===== config.mk =====
export PLATFORM = sky130hd
export DESIGN_NAME = saq_ctrl
export DESIGN_NICKNAME = d
export VERILOG_FILES = /design/src/rtl/core/saq_pkg.sv /design/src/rtl/core/saq_ctrl.sv
export SDC_FILE = /design/constraint.sdc
export NUM_CORES = 1
export LEC_CHECK = 0
export BUFFER_PORTS_ARGS = -buffer_cell sky130_fd_sc_hd__buf_2
export CORE_AREA = 2 2 39 41
export DETAILED_ROUTE_END_ITERATION = 8
export DIE_AREA = 0 0 41 43
export PLACE_DENSITY = 0.33
export SLEW_MARGIN = 20
export SYNTH_ARGS = -nofsm -noshare
export SYNTH_HDL_FRONTEND = slang
export SYNTH_SLANG_ARGS = --single-unit
export TNS_END_PERCENT = 100

===== constraint.sdc =====
create_clock -name clk_i -period 1.25 [get_ports clk_i]
set_input_delay 0.25 -clock clk_i [delete_from_list [all_inputs] [get_ports clk_i]]
set_output_delay 0.25 -clock clk_i [all_outputs]
set_load 0.005 [all_outputs]

===== src/rtl/core/saq_pkg.sv =====
`default_nettype none
// ----------------------------------------------------------------------------
// Sorted alarm queue package
// Shared sizes, word types, opcodes and controller codes.
// ----------------------------------------------------------------------------
package saq_pkg;

  localparam int QUEUE_DEPTH = 32;
  localparam int ID_BITS     = 16;
  localparam int CNT_W       = $clog2(QUEUE_DEPTH + 1);
  localparam int CMP_W       = (ID_BITS > 16) ? ID_BITS : 16;

  typedef enum logic [2:0] {
    OP_SET          = 3'd0,
    OP_CANCEL_ID    = 3'd1,
    OP_CANCEL_AGENT = 3'd2,
    OP_CANCEL_MATCH = 3'd3,
    OP_ACTIVE       = 3'd4,
    OP_PERIOD       = 3'd5,
    OP_PEEK         = 3'd6,
    OP_POP          = 3'd7
  } op_e;

  typedef enum logic [1:0] {
    STAT_OK    = 2'd0,
    STAT_FULL  = 2'd1,
    STAT_INVAL = 2'd2,
    STAT_NONE  = 2'd3
  } stat_e;

  typedef enum logic [2:0] {
    CMD_NONE,
    CMD_LOAD,
    CMD_INSERT,
    CMD_REMOVE,
    CMD_QUERY,
    CMD_EXPIRE,
    CMD_TAKE,
    CMD_EMIT
  } cmd_e;

  typedef enum logic [1:0] {
    ST_IDLE,
    ST_EXEC,
    ST_TAKE,
    ST_DONE
  } state_e;

  typedef struct packed {
    logic [2:0]         opcode;
    logic [15:0]        agent_number;
    logic [31:0]        due_time;
    logic [15:0]        tag_value;
    logic signed [31:0] payload_value;
    logic [15:0]        target_id;
    logic [31:0]        current_time;
  } in_t;

  typedef struct packed {
    logic [1:0]         status_code;
    logic               hit_flag;
    logic [15:0]        result_id;
    logic [15:0]        result_agent;
    logic [31:0]        result_time;
    logic [15:0]        result_tag;
    logic signed [31:0] result_payload;
    logic [31:0]        seconds_left;
  } out_t;

  typedef struct packed {
    op_e  op;
    logic found;
    logic out_free;
  } dp_stat_t;

  function automatic logic [15:0] id_to_word(input logic [ID_BITS-1:0] v);
    logic [CMP_W-1:0] t;
    t = CMP_W'(v);
    return t[15:0];
  endfunction

endpackage
`default_nettype wire


===== src/rtl/core/saq_ctrl.sv =====
`default_nettype none
// ----------------------------------------------------------------------------
// Sorted alarm queue controller
// Sequences the datapath commands for each accepted word.
// ----------------------------------------------------------------------------
module saq_ctrl (
  input  wire logic              clk_i,
  input  wire logic              rst_ni,
  input  wire logic              in_valid_i,
  output logic                   in_ready_o,
  input  saq_pkg::dp_stat_t      stat_i,
  output saq_pkg::cmd_e          cmd_o
);

  saq_pkg::state_e state_q, state_d;

  always_ff @(posedge clk_i or negedge rst_ni) begin
    if (!rst_ni) begin
      state_q <= saq_pkg::ST_IDLE;
    end else begin
      state_q <= state_d;
    end
  end

  always_comb begin
    state_d = state_q;
    case (state_q)
      saq_pkg::ST_IDLE: begin
        if (in_valid_i) state_d = saq_pkg::ST_EXEC;
      end
      saq_pkg::ST_EXEC: begin
        case (stat_i.op)
          saq_pkg::OP_CANCEL_AGENT,
          saq_pkg::OP_CANCEL_MATCH: begin
            state_d = stat_i.found ? saq_pkg::ST_EXEC : saq_pkg::ST_DONE;
          end
          saq_pkg::OP_PEEK,
          saq_pkg::OP_POP: state_d = saq_pkg::ST_TAKE;
          default: state_d = saq_pkg::ST_DONE;
        endcase
      end
      saq_pkg::ST_TAKE: state_d = saq_pkg::ST_DONE;
      saq_pkg::ST_DONE: begin
        if (stat_i.out_free) state_d = saq_pkg::ST_IDLE;
      end
      default: state_d = saq_pkg::ST_IDLE;
    endcase
  end

  always_comb begin
    cmd_o      = saq_pkg::CMD_NONE;
    in_ready_o = 1'b0;
    case (state_q)
      saq_pkg::ST_IDLE: begin
        in_ready_o = 1'b1;
        if (in_valid_i) cmd_o = saq_pkg::CMD_LOAD;
      end
      saq_pkg::ST_EXEC: begin
        case (stat_i.op)
          saq_pkg::OP_SET: cmd_o = saq_pkg::CMD_INSERT;
          saq_pkg::OP_CANCEL_ID,
          saq_pkg::OP_CANCEL_AGENT,
          saq_pkg::OP_CANCEL_MATCH: cmd_o = saq_pkg::CMD_REMOVE;
          saq_pkg::OP_ACTIVE,
          saq_pkg::OP_PERIOD: cmd_o = saq_pkg::CMD_QUERY;
          default: cmd_o = saq_pkg::CMD_EXPIRE;
        endcase
      end
      saq_pkg::ST_TAKE: cmd_o = saq_pkg::CMD_TAKE;
      saq_pkg::ST_DONE: begin
        if (stat_i.out_free) cmd_o = saq_pkg::CMD_EMIT;
      end
      default: cmd_o = saq_pkg::CMD_NONE;
    endcase
  end

endmodule
`default_nettype wire


==> impl_metrics.csv <==
group,metric,value,unit
run,max-cap-violations,0,
floorplanning,start_util,10.2,%
floorplanning,die_x,41,um
logic_synthesis,synth_nets,27,
floorplanning,num_io_pins,12,
logic_synthesis,syn_area,141,um2
power_and_ir_drop,p_sw_share,35.8,%
timing,setup_tns,-0.181,ns
timing,min_period,1.34,ns
global_route,grt-ovfl-total,0,
cells_and_area,fin_nets,46,
cells_and_area,final_common_cell,"buf_2",
outcome,outcome,"finished with violations",
worst_setup_path,r2r_slack,0.18,ns
drt,wirelength,498,um
logic_synthesis,yosysUniqueCellTypes,14,
cells_and_area,fin_util,20.3,%
logic_synthesis,syn_avg_cell_area,7.44,um2
logic_synthesis,synth_warnings,0,
worst_setup_path,start_kind,"flop",
drt,postRouteAntennaNets,0,
power_and_ir_drop,total_power,639,uW
logic_synthesis,yosys.area.top_type,"dfrtp_1",
placement,place_inst,46,
drt,dr.max_layer_used,"met3",
global_route,grt_pass1_vias,183,
worst_setup_path,reg2reg_depth,2,
global_route,antenna_found_initial,0,
clock_tree,cts_sinks,2,
clock_tree,path_clk_slew,0.03,ns
placement,hpwl,381,um
cells_and_area,drive_gt1_share,55.6,%
timing,setup_violations,3,
worst_setup_path,slowest_delay,0.43,ns
drt,drc,0,
cells_and_area,final_cell_mix,"buf_2 (11), nand2_1 (3), clkbuf_4 (3)",
floorplanning,rows,14,
cells_and_area,antenna_cells,0,
power_and_ir_drop,comb_power_share,53.4,%
hold_path,hold_path.class,"primary input to async pin",
timing,setup_ws,-0.0933,ns
power_and_ir_drop,pwr-share-clk,21.9,%
timing,whs,0.338,ns
placement,portBuffers,11,
global_route,grt_max_degree,7,
timing,clock_skew,0.00128,ns
drt,wl_met1,208,um
drt,vias_per_cell,3.98,
clock_tree,cts_root_buf,"clkbuf_4",
worst_setup_path,crit_required,1.00,ns
power_and_ir_drop,p_per_area,2270,nW/um2
worst_setup_path,r2r_start,"state_q[0]",
global_route,grt_pass1_wl,731,um
timing,rsz0062_at_grt,"true",
floorplanning,die_area,1760,um2
worst_setup_path,crit_end,"cmd_o[0]",
power_and_ir_drop,p_int,410,uW
drt,avgRoutedWirePerCell,9.58,um
floorplanning,die_h,43,um
timing,post-route-period-util,107,%
power_and_ir_drop,power_leakage,0.148,nW
power_and_ir_drop,p_sw,229,uW
worst_setup_path,crit_type,"flop to primary output",
drt,met2_length,226,um
power_and_ir_drop,p_seq_share,24.7,%
floorplanning,core_area,1380,um2
timing,hold_viol_final,0,
worst_setup_path,path_cells,"nand2b_4 > o211ai_1 > buf_2",
drt,drt-initial-drc-count,1,
cells_and_area,final_cells,52,
worst_setup_path,worstPathArrival,1.09,ns
clock_tree,cts_htree_levels,1,
clock_tree,ctsLongestPathBuffers,2,
global_route,grt_use_total,6.83,%
logic_synthesis,synth.area.top_cells,"dfrtp_1 (35%), nand2_1 (8.0%), o211a_1 (7.1%), o21ai_1 (7.1%), a21o_1 (5.3%)",
logic_synthesis,yosysTopAreaCellShare,35.4,%
timing,max_freq,744,MHz
timing,relSlewSlack,89.3,%
drt,num_vias,207,
drt,wl_met3,63,um
logic_synthesis,synth-seq-cells,2,
logic_synthesis,ys_seq_area_share,35.4,%
worst_setup_path,path_max_fanout,6,
worst_setup_path,slowest_stage,"dfrtp_2",
placement,place_congestion,0.517,
timing,tightest_slew,0.160,ns
worst_setup_path,worst_setup_path_end_kind,"primary output",
clock_tree,cts_buffers,3,
clock_tree,cts_tree,"yes",
timing,report.final.slew_viol_count,0,
drt,drt_first_pass_iters,2,
clock_tree,clock_latency,0.22,ns
power_and_ir_drop,peakVddDrop,0.000636,V
logic_synthesis,syn_inst,19,
cells_and_area,area_growth,99.1,%
worst_setup_path,r2r-end,"state_q[0]",
outcome,violations,"setup timing",
cell type report:
type                            instances  area, um2
Fill cell                             156       1100
Multi-Input combinational cell         15       95.1
Clock buffer                            3       22.5
Tap cell                               16       20.0
Sequential cell                         2       52.6
Inverter                                2       7.51
Timing Repair Buffer                   14       83.8
synth_stat cells:
cell type	number
inv_1	2
nor2_1	1
a21o_1	1
or3_1	1
a21oi_1	1
nand3_1	1
dfrtp_1	2
o21ai_0	1
o211ai_1	1
a31oi_1	1
o211a_1	1
o21ai_1	2
nand2_1	3
nand2b_1	1
critical path: cells and delay by family (launching register included):
kind / cells / cell delay, ns
compound gates: 1 / 0.14
simple gates: 1 / 0.17
flops: 1 / 0.43
buf+inv: 1 / 0.13
metrics by stage:
step / setup slack (ns) / area [um2]
CTS: -0.110 / 277
finish: -0.0933 / 282
global route: -0.178 / 282
floorplan: 0.206 / 141
global placement: 0.0813 / 216
detailed placement: 0.0432 / 216
routing by layer:
layer	track usage, %	vias up
li1	-	102
met1	6.43	94
met2	9.38	11
met3	4.71	0
met4	6.00	0
met5	0	-
power groups by stage:
stage	clock (mW)	sequential, mW	combinational, mW
3_3_place_gp	0	0.134	0.247
5_1_grt	0.158	0.165	0.381
2_1_floorplan	0	0.129	0.145
3_5_place_dp	0	0.138	0.252
6_report	0.140	0.158	0.341
4_1_cts	0.150	0.150	0.331
worst min-delay path by stage:
stage                 endpoint  slack [ns]  cells past startpoint   start
global placement    state_q[0]        0.04                      1  rst_ni
global route        state_q[0]        0.35                      2  rst_ni
detailed placement   async pin        0.04                      1  rst_ni
finish              state_q[0]        0.34                      2  rst_ni
CTS                 state_q[0]        0.33                      2  rst_ni
floorplan            async pin       -0.05                      0  rst_ni
logic make-up (layout without fill, tap and decap cells):
group                  count (synthesis)  count (layout)  synth area share [%]
buffers and inverters                  2              19                  5.31
AND/OR/NAND/NOR                        7               7                  23.0
flip-flops                             2               2                  35.4
AO/OA/AOI/OAI                          8               8                  36.3
repair_timing:
action / 4_1_cts / 5_1_grt
resized for setup: 3 / 3
hold endpoints to repair: 2 / 0
endpoints found under the setup margin: 3 / 3
pin swaps: 2 / 0
buffers inserted: 2 / 0
hold buffers: 1 / 0
(Power assumes the default switching activity.)
